### src/utf8_codepoint_decoder_unit_assert.svh
// Assertion macros used by the UTF-8 decoder top level.
`ifndef UTF8_CODEPOINT_DECODER_UNIT_ASSERT_SVH
`define UTF8_CODEPOINT_DECODER_UNIT_ASSERT_SVH

// Same-cycle implication, disabled during reset.
`define UTF8D_ASSERT_IMP(label, clk, rst, ante, cons, msg) \
  label: assert property (@(posedge clk) disable iff (rst) (ante) |-> (cons)) else $error(msg);

// Next-cycle implication, disabled during reset.
`define UTF8D_ASSERT_NXT(label, clk, rst, ante, cons, msg) \
  label: assert property (@(posedge clk) disable iff (rst) (ante) |=> (cons)) else $error(msg);

`endif

### src/utf8d_pkg.sv
// Types, constants and decode helpers of the UTF-8 code point decoder.
package utf8d_pkg;

  localparam int OFFSET_BITS    = 32;
  localparam int MAX_RESULTS    = 3;
  localparam int RES_COUNT_BITS = $clog2(MAX_RESULTS + 1);
  localparam int PENDING_DEPTH  = 3;

  localparam logic [20:0] REPLACEMENT_CP = 21'h00FFFD;

  typedef logic [OFFSET_BITS-1:0] offset_t;

  typedef struct packed {
    logic [20:0] code_point;
    logic [31:0] byte_offset;
    logic        replaced;
    logic        text_valid;
    logic        run_last;
    logic        text_done;
  } result_t;

  typedef struct packed {
    logic [1:0] pending_count;
    offset_t    lead_offset;
    offset_t    byte_counter;
    logic       valid_flag;
  } dec_state_t;

  localparam dec_state_t STATE_RESET = '{
    pending_count: 2'd0,
    lead_offset:   '0,
    byte_counter:  '0,
    valid_flag:    1'b1
  };

  // Sequence length from the lead byte; zero marks a bad lead.
  function automatic logic [2:0] seq_len(input logic [7:0] b);
    logic [2:0] len;
    if (b[7] == 1'b0) begin
      len = 3'd1;
    end else if (b[7:5] == 3'b110) begin
      len = 3'd2;
    end else if (b[7:4] == 4'b1110) begin
      len = 3'd3;
    end else if (b[7:3] == 5'b11110) begin
      len = 3'd4;
    end else begin
      len = 3'd0;
    end
    return len;
  endfunction

  // Builds a code point from up to four bytes, lead byte in the low byte.
  function automatic logic [20:0] assemble(input logic [31:0] w, input logic [2:0] len);
    logic [20:0] cp;
    case (len)
      3'd2:    cp = {10'd0, w[4:0], w[13:8]};
      3'd3:    cp = {5'd0, w[3:0], w[13:8], w[21:16]};
      3'd4:    cp = {w[2:0], w[13:8], w[21:16], w[29:24]};
      default: cp = {13'd0, w[7:0]};
    endcase
    return cp;
  endfunction

endpackage

### src/utf8_codepoint_decoder_unit.sv
// Top level of the UTF-8 decoder: input handshake, sequence state and result buffer.
// Latency: a word's first result is offered on the cycle after the word is accepted.
// Throughput: one word per cycle while cp_ready is high; a final word that yields k results
// holds the input while the result buffer drains one result per cycle that cp_ready is high.
// Reset (rst, synchronous, active high) empties the result buffer and clears the
// sequence state; the buffered sequence bytes themselves are not cleared.
module utf8_codepoint_decoder_unit (
  input  logic        clk,
  input  logic        rst,
  input  logic        byte_valid,
  output logic        byte_ready,
  input  logic [7:0]  data_byte,
  input  logic        end_of_text,
  output logic        cp_valid,
  input  logic        cp_ready,
  output logic [20:0] code_point,
  output logic [31:0] byte_offset,
  output logic        replaced,
  output logic        text_valid,
  output logic        run_last,
  output logic        text_done
);
  import utf8d_pkg::*;

  // Sequence state: count of buffered bytes, lead offset, running offset and the
  // sticky validity flag. Buffered bytes are read only below the count, so they
  // need no reset.
  dec_state_t                     st;
  dec_state_t                     st_next;
  logic [PENDING_DEPTH-1:0][7:0]  pending_bytes;

  // Result buffer: up to three results of one word, head at entry zero. The
  // count of results still waiting decides when the next word may enter.
  result_t [MAX_RESULTS-1:0]      res_q;
  logic [RES_COUNT_BITS-1:0]      rem;

  result_t [MAX_RESULTS-1:0]      results;
  logic [RES_COUNT_BITS-1:0]      result_count;
  logic                           store_en;
  logic                           accept;
  logic                           pop;

  utf8d_decode u_decode (
    .data_byte     (data_byte),
    .end_of_text   (end_of_text),
    .pending_bytes (pending_bytes),
    .state         (st),
    .state_next    (st_next),
    .store_en      (store_en),
    .results       (results),
    .result_count  (result_count)
  );

  // A new word enters when the buffer is empty, or when its last waiting result
  // leaves in this same cycle, so single-result words stream at full rate.
  assign cp_valid   = (rem != '0);
  assign pop        = cp_valid && cp_ready;
  assign byte_ready = (rem == '0) || ((rem == RES_COUNT_BITS'(1)) && cp_ready);
  assign accept     = byte_valid && byte_ready;

  always_ff @(posedge clk) begin
    if (rst) begin
      st <= STATE_RESET;
    end else if (accept) begin
      st <= st_next;
    end
  end

  // Only the entry at the current count is written when a short sequence grows.
  always_ff @(posedge clk) begin
    if (accept && store_en) begin
      pending_bytes[st.pending_count] <= data_byte;
    end
  end

  always_ff @(posedge clk) begin
    if (rst) begin
      rem <= '0;
    end else if (accept && (result_count != '0)) begin
      rem <= result_count;
    end else if (pop) begin
      rem <= rem - RES_COUNT_BITS'(1);
    end
  end

  // Results load as a group and then shift toward the head as each one is taken.
  always_ff @(posedge clk) begin
    if (accept && (result_count != '0)) begin
      res_q <= results;
    end else if (pop) begin
      for (int k = 0; k < MAX_RESULTS - 1; k++) begin
        res_q[k] <= res_q[k+1];
      end
    end
  end

  assign code_point  = res_q[0].code_point;
  assign byte_offset = res_q[0].byte_offset;
  assign replaced    = res_q[0].replaced;
  assign text_valid  = res_q[0].text_valid;
  assign run_last    = res_q[0].run_last;
  assign text_done   = res_q[0].text_done;

  `include "utf8_codepoint_decoder_unit_assert.svh"

  // A result that is not the last of its word always has another one behind it.
  `UTF8D_ASSERT_IMP(a_more_behind, clk, rst, cp_valid && !run_last, rem > RES_COUNT_BITS'(1), "non-last result with nothing behind it")
  // A replacement always drops the running validity of the text.
  `UTF8D_ASSERT_IMP(a_rep_invalid, clk, rst, cp_valid && replaced, !text_valid, "replacement shown with text still valid")
  // Pending count, byte counter and validity flag are back at their reset values after the final word.
  `UTF8D_ASSERT_NXT(a_eot_clear, clk, rst, accept && end_of_text, (st.pending_count == 2'd0) && (st.byte_counter == '0) && st.valid_flag, "state not cleared after end of text")

endmodule

### src/utf8d_decode.sv
// Single-pass decode of one input word against the buffered sequence bytes.
module utf8d_decode (
  input  logic [7:0]                                      data_byte,
  input  logic                                            end_of_text,
  input  logic [utf8d_pkg::PENDING_DEPTH-1:0][7:0]        pending_bytes,
  input  utf8d_pkg::dec_state_t                           state,
  output utf8d_pkg::dec_state_t                           state_next,
  output logic                                            store_en,
  output utf8d_pkg::result_t [utf8d_pkg::MAX_RESULTS-1:0] results,
  output logic [utf8d_pkg::RES_COUNT_BITS-1:0]            result_count
);
  import utf8d_pkg::*;

  logic [1:0]  cnt;
  logic [2:0]  n;
  logic [3:0][7:0] buf_b;
  offset_t     base;
  logic [2:0]  pos   [MAX_RESULTS+1];
  logic        act   [MAX_RESULTS];
  logic        rep   [MAX_RESULTS];
  logic [31:0] win   [MAX_RESULTS];
  logic [2:0]  len   [MAX_RESULTS];
  logic        store;
  logic        tv;
  offset_t     ofs;

  assign cnt = state.pending_count;
  assign n   = {1'b0, cnt} + 3'd1;

  always_comb begin
    buf_b[0] = (cnt == 2'd0) ? data_byte : pending_bytes[0];
    buf_b[1] = (cnt == 2'd1) ? data_byte : ((cnt > 2'd1) ? pending_bytes[1] : 8'h00);
    buf_b[2] = (cnt == 2'd2) ? data_byte : ((cnt > 2'd2) ? pending_bytes[2] : 8'h00);
    buf_b[3] = (cnt == 2'd3) ? data_byte : 8'h00;
  end

  assign base = (cnt == 2'd0) ? state.byte_counter : state.lead_offset;

  // Walk over at most three sequence starts within the buffered bytes.
  always_comb begin
    pos[0] = 3'd0;
    for (int k = 0; k < MAX_RESULTS; k++) begin
      win[k] = 32'(buf_b) >> {pos[k], 3'b000};
      len[k] = seq_len(win[k][7:0]);
      act[k] = (pos[k] < n);
      rep[k] = (len[k] == 3'd0) || (({1'b0, pos[k]} + {1'b0, len[k]}) > {1'b0, n});
      pos[k+1] = rep[k] ? (pos[k] + 3'd1) : (pos[k] + len[k]);
    end
  end

  // A non-final word whose sequence is still short is only buffered.
  assign store    = !end_of_text && (len[0] != 3'd0) && ({1'b0, len[0]} > {1'b0, n});
  assign store_en = store;

  always_comb begin
    if (end_of_text) begin
      result_count = RES_COUNT_BITS'({1'b0, act[0]} + {1'b0, act[1]} + {1'b0, act[2]});
    end else if (store) begin
      result_count = '0;
    end else begin
      result_count = RES_COUNT_BITS'(1);
    end
  end

  always_comb begin
    tv = state.valid_flag;
    for (int k = 0; k < MAX_RESULTS; k++) begin
      tv  = tv & !rep[k];
      ofs = base + OFFSET_BITS'(pos[k]);
      results[k].code_point  = rep[k] ? REPLACEMENT_CP : assemble(win[k], len[k]);
      results[k].byte_offset = ofs[31:0];
      results[k].replaced    = rep[k];
      results[k].text_valid  = tv;
      results[k].run_last    = (RES_COUNT_BITS'(k + 1) == result_count);
      results[k].text_done   = end_of_text && (RES_COUNT_BITS'(k + 1) == result_count);
    end
  end

  always_comb begin
    state_next = state;
    if (end_of_text) begin
      state_next = STATE_RESET;
    end else if (store) begin
      state_next.pending_count = n[1:0];
      state_next.lead_offset   = base;
      state_next.byte_counter  = state.byte_counter + OFFSET_BITS'(1);
    end else begin
      state_next.pending_count = 2'd0;
      state_next.byte_counter  = state.byte_counter + OFFSET_BITS'(1);
      state_next.valid_flag    = state.valid_flag & !rep[0];
    end
  end

endmodule
### config.mk
export PLATFORM = sky130hd
export DESIGN_NAME = utf8_codepoint_decoder_unit
export DESIGN_NICKNAME = d
export VERILOG_FILES = /design/src/utf8d_pkg.sv /design/src/utf8_codepoint_decoder_unit.sv /design/src/utf8d_decode.sv
export VERILOG_INCLUDE_DIRS = /design/src /design/src/src
export SDC_FILE = /design/constraint.sdc
export NUM_CORES = 1
export LEC_CHECK = 0
export BUFFER_PORTS_ARGS = -buffer_cell sky130_fd_sc_hd__buf_2
export CAP_MARGIN = 10
export CORE_AREA = 2 2 210 212
export DETAILED_ROUTE_END_ITERATION = 8
export DIE_AREA = 0 0 212 214
export PLACE_DENSITY = 0.62
export SKIP_LAST_GASP = 1
export SLEW_MARGIN = 25
export SYNTH_ARGS = -nofsm -noshare
export SYNTH_HDL_FRONTEND = slang
export SYNTH_SLANG_ARGS = --single-unit
### constraint.sdc
create_clock -name clk -period 18 [get_ports clk]
set_input_delay 1.8 -clock clk [delete_from_list [all_inputs] [get_ports clk]]
set_output_delay 1.8 -clock clk [all_outputs]
set_load 0.1 [all_outputs]
Word-level counts from Yosys, hierarchy flattened
Cells that the tools add are included.
Widths: inputs -> output; s select.
Operators by class
  order comparisons: 10
  mux-type cells: 39
  reduce and logical (&&, ||, !) cells: 31
  shift-type cells: 2
  equal/unequal tests: 26
  bitwise operators: 3
  add/subtract/negate cells: 11
Operator list (number)
  $mux 114: 2
  $pmux 21 s3: 3
  $mux 67: 1
  $add 32x3->32: 2
  $mux 32: 2
  $shr 32x6->30: 2
  $mux 8: 7
  $mux 21: 2
  $mux 3: 14
  $add 32x1->32 const B: 1
  $bwmux 24: 1
  $eq 3x2->1 const B: 6
  $eq 3x3->1 const B: 6
  $demux 8 s2: 1
  $eq 5x5->1 const B: 3
  $eq 4x4->1 const B: 3
  $logic_and 1x1->1: 11
  $logic_not 3->1: 3
  $add 3x3->4: 2
  $gt 4x3->1: 2
  $mux 2: 4
  $reduce_bool 2->1: 4
  $lt 3x3->1: 2
  $eq 2x1->1 const B: 2
  other kinds (23): 36
Storage, ports and cells
  input bits: 13
  output and inout bits: 59
  logic and storage cells: 148
  register bits after elaboration: 264

Longest topological paths before layout
  word-level depth: 31
  gate-level depth with buffers: 56
  mapped depth without buffers: 49

Hierarchy
A second synthesis with hierarchy kept.
Unflattened totals
  cell total of the unflattened synthesis: 1700
  area total of the unflattened synthesis: 16853.7 um2
By module, submodules not included
  utf8_codepoint_decoder_unit: cells each 709, times used 1, area an instance 10571.4 um2, seq. area each 7236.9 um2
  utf8d_decode: cells each 991, times used 1, area an instance 6282.3 um2, seq. area each 0.0 um2

Worst setup path before layout
OpenSTA, ideal clock, no wires.
  kind: input to register
  start point: input port data_byte[4]
  end point: register res_q, in the netlist byte_offset[0], enable pin
  arrival: 12.427 ns
  path buffers: 7
  stages: 40
  library setup time: 0.478 ns
  setup slack: 5.094 ns
  data required time: 17.522 ns
  path through: clkbuf_1 > mux2i_1 > nand2_1 > nor2_1 > clkbuf_1 > nor2_1 > ha_1 > nand3_1 > o21ai_0 > or2_2 > nand2_1 > clkinv_1 > a21oi_2 > nand3_1 > clkbuf_1 > nand2_1 > ha_1 > inv_1 > [4 not listed] > o21a_1 > o21ai_0 > nand2_1 > a21oi_1 > o41ai_1 > inv_1 > nand3_1 > ha_1 > clkbuf_1 > buf_1 > clkbuf_1 > clkbuf_1 > o21a_1 > o21ai_0 > nand2b_1 > fa_1 > a211oi_1 > or3_1
On the way
  cells in the longest elaborated chain, start to end: 25
  elaborated cells on any way between the ends: 41
  those cells by class: add/sub: 5; order compare: 4; eq/ne: 5; shift: 1; mux: 16; reduce/logical: 10
RTL lines
  from (decl): RTL line utf8_codepoint_decoder_unit.sv:12  | input logic [7:0] data_byte,
  $mux 8: RTL line utf8d_decode.sv:31  | buf_b[0] = (cnt == 2'd0) ? data_byte : pending_bytes[0];
  $eq 5x5->1: RTL line utf8d_pkg.sv:45  | end else if (b[7:3] == 5'b11110) begin
  $mux 3: RTL line utf8d_pkg.sv:45
  $mux 3: RTL line utf8d_pkg.sv:43  | end else if (b[7:4] == 4'b1110) begin
  $mux 3: RTL line utf8d_pkg.sv:41  | end else if (b[7:5] == 3'b110) begin
  $mux 3: RTL line utf8d_pkg.sv:39  | if (b[7] == 1'b0) begin
  $gt 3x3->1 / $logic_not 3->1 (equally long branches): RTL line utf8d_decode.sv:46, utf8d_decode.sv:52
  $logic_or 1x1->1: RTL line utf8d_decode.sv:46  | rep[k] = (len[k] == 3'd0) || (({1'b0, pos[k]} + {1'b0, len[k]}) > {1'b0, n});
  [9 not listed]
  $logic_or 1x1->1: RTL line utf8d_decode.sv:46
  $mux 3: RTL line utf8d_decode.sv:47  | pos[k+1] = rep[k] ? (pos[k] + 3'd1) : (pos[k] + len[k]);
  $lt 3x3->1: RTL line utf8d_decode.sv:45  | act[k] = (pos[k] < n);
  $add 2x1->2: RTL line utf8d_decode.sv:57  | result_count = RES_COUNT_BITS'({1'b0, act[0]} + {1'b0, act[1]} + {1'b0, act[2]});
  $mux 2 (*): RTL line utf8d_decode.sv:56  | if (end_of_text) begin
  $reduce_bool 2->1 (*): RTL line utf8_codepoint_decoder_unit.sv:88  | if (accept && (result_count != '0)) begin
  $logic_and 1x1->1 (*): RTL line utf8_codepoint_decoder_unit.sv:88
  $reduce_bool 2->1 (no line) (*)
  to (signal assigned): RTL line utf8_codepoint_decoder_unit.sv:89  | res_q <= results;
  to (signal, indexed assignment): RTL line utf8_codepoint_decoder_unit.sv:92  | res_q[k] <= res_q[k+1];
  to (decl): RTL line utf8_codepoint_decoder_unit.sv:34  | result_t [MAX_RESULTS-1:0] res_q;
Mark *: on every way between the ends. The rest lies on a longest branch, timed or not.
A chain may end at the register's enable or synchronous reset.

Worst setup path after layout
  start point: input port data_byte[5]
  end point: register res_q[153] (netlist bit), data pin
On the way
  cells in the longest elaborated chain, start to end: 28
  elaborated cells on any way between the ends: 46
  those cells by class: add/sub: 4; order compare: 3; eq/ne: 12; shift: 2; mux: 19; reduce/logical: 6
RTL lines (RTL line)
  $mux 8: utf8d_decode.sv:31
  $eq 5x5->1: utf8d_pkg.sv:45
  $mux 3: utf8d_pkg.sv:45
  $mux 3: utf8d_pkg.sv:43
  $mux 3: utf8d_pkg.sv:41
  $mux 3: utf8d_pkg.sv:39
  $gt 3x3->1 / $logic_not 3->1 (equally long branches): utf8d_decode.sv:46
  $logic_or 1x1->1: utf8d_decode.sv:46
  [12 not listed]
  $eq 5x5->1: utf8d_pkg.sv:45
  $mux 3: utf8d_pkg.sv:45
  $mux 3: utf8d_pkg.sv:43
  $mux 3: utf8d_pkg.sv:41
  $mux 3: utf8d_pkg.sv:39
  $add 3x3->4: utf8d_decode.sv:46
  $gt 4x3->1: utf8d_decode.sv:46
  $logic_or 1x1->1: utf8d_decode.sv:46
Several ways; a longest one is shown, not always the timed one.

==> impl_metrics.json <==
{
  "antenna_cells": 0,
  "portBuffers": 71,
  "path_buf_inv": 8,
  "crit_fanout": 30,
  "drc": 0,
  "yosysTopAreaCell": "edfxtp_1",
  "synth_xor_area_frac": 0.0509,
  "syn_area_um2": 14900,
  "syn_area_per_cell_um2": 9.54,
  "cts.sinks": 264,
  "via_per_inst": 5.46,
  "ys_ff_latch": 264,
  "grt_max_degree": 83,
  "drive_above_1_share": 0.118,
  "path_delay_family": "simple AND/OR/NAND/NOR gates",
  "syn_to_final_growth_pct": 10.3,
  "cts_tree": "done",
  "overflow": 0,
  "nNetsFinal": 1609,
  "period_minus_slack_ns": 13.53,
  "crit_arrival_ns": 13.87,
  "cts_hold_buffers": 0,
  "synthTopCellsByCount": "266 x nor2_1, 195 x edfxtp_1, 147 x nand2_1",
  "fmax_ghz": 0.0739,
  "core_um2": 42900,
  "cts_resized": 0,
  "ys_seq_area_frac": 0.485,
  "drt-initial-drc-count": 1331,
  "grtUsageTotal": 0.189,
  "syn_nets": 1618,
  "clock-skew-final_ns": 0.0255,
  "yosysWarningCount": 0,
  "power_density_nw_per_um2": 169,
  "synth_top_family_by_area": "simple AND/OR/NAND/NOR gates",
  "antenna_left": 0,
  "yosys.area.top_type_share": 0.392,
  "cts_max_path_buffers": 3,
  "htree_num_levels": 1,
  "clk_pin_slew_ns": 0.07,
  "async_flop_share": 0,
  "met1_usage": 0.273,
  "maxCapViolations": 0,
  "timing.hold.ws_ns": 0.490,
  "clkLatencyLatePin_ns": 0.59,
  "synth.area.top_cells": "edfxtp_1 39%, dfxtp_1 9.3%, nor2_1 6.7%, a21oi_1 4.0%, nand2_1 3.7%",
  "grt_use_met2": 0.290,
  "antenna_found_initial": 1,
  "min_path_type": "flip-flop to flip-flop",
  "hold_violations": 0,
  "dr.pass1.iters": 6,
  "die_h_um": 214,
  "synth_compound_area_frac": 0.155,
  "nFillCells": 4259,
  "synth_edf_count": 195,
  "start_util": 0.348,
  "die_x_um": 212,
  "met3_usage": 0.0299,
  "muxShareOfSynthArea": 0.0457,
  "rsz0062_at_grt": "false",
  "via_count": 11800,
  "grt_pass1_wl_um": 67100,
  "slew_viol_final": 0,
  "tightest_slew_ns": 1.05,
  "synthCells": 1565,
  "post_cts_buffers": 0,
  "wire_per_inst_um": 20.2,
  "synth.distinct_cells": 77,
  "max_stage_delay_ns": 0.85,
  "ir_worst_vdd_mv": 0.149,
  "fin_crit_sh": 0.752,
  "grt_pass1_vias": 11300,
  "hpwlAfterDp_um": 30900,
  "wl_um": 43800,
  "crit_type": "input pin to flip-flop",
  "grt_busiest_layer": "met2",
  "gp_congestion": 0.915,
  "cp_data_required_time_ns": 18.34,
  "setup_viol": 0,
  "leakage_nw": 5.75,
  "tns_ns": 0,
  "core.rowCount": 76,
  "status": "finished, final reports clean",
  "synth_fa_ha_area_frac": 0.0372,
  "relSlewSlack": 0.297,
  "cts-root-buf": "clkbuf_16",
  "cp-end-kind": "flip-flop",
  "cp_slowest_cell": "nor2_2",
  "synth-simple-area-share": 0.168,
  "synth_ff_type": "edfxtp_1",
  "numCtsBuffers": 28,
  "die_area_um2": 45400,
  "yosysMostFrequentCell": "nor2_1",
  "startpoint_type": "input pin",
  "fin_cells": 2163,
  "dp_cells": 2111,
  "io_pins": 72,
  "final_core_util": 0.384
}
[where the power goes]
group          total (mW)  internal (mW)  leakage, nW  switching, mW
Combinational        1.15          0.211         2.85          0.943
Sequential           1.02          0.955         2.43         0.0630
Clock               0.618          0.365        0.471          0.253
Total                2.79           1.53         5.75           1.26
[placed cells by master (no fill, tap or decap), types with 5 or more instances in the layout]
master     instances
buf_4             21
nand2b_1           8
o21ai_0           76
or3_1             15
mux2_2            19
nor2_1           265
inv_1             40
o21ai_1            7
and3_1             8
o221ai_1           5
nor3_1            26
mux2i_1           40
clkbuf_1           9
nand3_1           33
bufinv_16          5
o21a_1             5
nand4_1           16
and2_1             8
edfxtp_1         195
nor2b_1           10
a21oi_1          120
xnor2_1           39
o32a_1            10
a22oi_1           28
a31oi_1           17
a21o_1             6
clkinv_2           5
o211ai_1           7
clkbuf_16         28
dfxtp_1           69
or2_2             11
o22ai_1           21
buf_2             72
xor2_1            46
ha_1              33
fa_1               6
nor4_1            11
nand2_1          147
a22o_1             7
[layer usage]
metal | up-vias | routed length, um
met5 | - | 13
met2 | 477 | 19400
met1 | 5677 | 20000
li1 | 5568 | -
met4 | 2 | 1040
met3 | 78 | 3260
[sequential cells by signal (all words and copies together), names as in the netlist]
| signal | cells |
|---|---|
| rem | 2 |
| text_valid | 1 |
| pending_bytes | 24 |
| res_q | 114 |
| code_point | 21 |
| replaced | 1 |
| text_done | 1 |
| st | 67 |
| run_last | 1 |
| byte_offset | 32 |
[area by class of cell]
cell class,count,area (um2),area share
Sequential cell,264,7240,0.439
Tap cell,585,732,0.0444
Multi-Input combinational cell,1126,6840,0.415
Clock buffer,38,748,0.0454
Timing Repair Buffer,93,518,0.0315
Clock inverter,14,225,0.0137
Inverter,43,166,0.0101
[final timing paths]
check / startpoint / to / slack (ns) / depth (start not counted)
max: data_byte[5] / res_q[153]$_SDFFCE_PP1P_ / 4.47 / 45
min: st[60]$_SDFFE_PP0P_ / st[60]$_SDFFE_PP0P_ / 0.49 / 2
max reg2reg: st[65]$_SDFFE_PP0P_ / res_q[153]$_SDFFCE_PP1P_ / 4.60 / 48
min reg2reg: st[60]$_SDFFE_PP0P_ / st[60]$_SDFFE_PP0P_ / 0.49 / 2
[worst reg2reg max path: cells and delay by family (launching register included)]
| kind | cells | cell delay [ns] |
|---|---|---|
| compound gates | 13 | 2.90 |
| fa+ha+maj | 10 | 3.41 |
| flops | 1 | 0.40 |
| mux | 2 | 1.09 |
| simple gates | 15 | 3.99 |
| buf+inv | 8 | 1.38 |
[cells by family (layout without fill, tap and decap cells)]
kind of cell,count (synthesis),count (layout)
AO/OA/AOI/OAI,364,364
XOR/XNOR,86,86
adder cells (fa/ha/maj),41,41
buffers and inverters,175,188
flip-flops,264,264
multiplexers,62,62
AND/OR/NAND/NOR,573,573
[per-stage QoR]
| stage | setup WS, ns | total power [mW] | cell area (um2) |
|---|---|---|---|
| 2_1_floorplan | 5.09 | 2.04 | 14900 |
| 3_3_place_gp | 4.42 | 2.17 | 15500 |
| 3_5_place_dp | 4.17 | 2.18 | 15500 |
| 4_1_cts | 4.75 | 2.81 | 16500 |
| 5_1_grt | 3.41 | 2.92 | 16500 |
| 6_report | 4.47 | 2.79 | 16500 |
(Power assumes the default switching activity.)
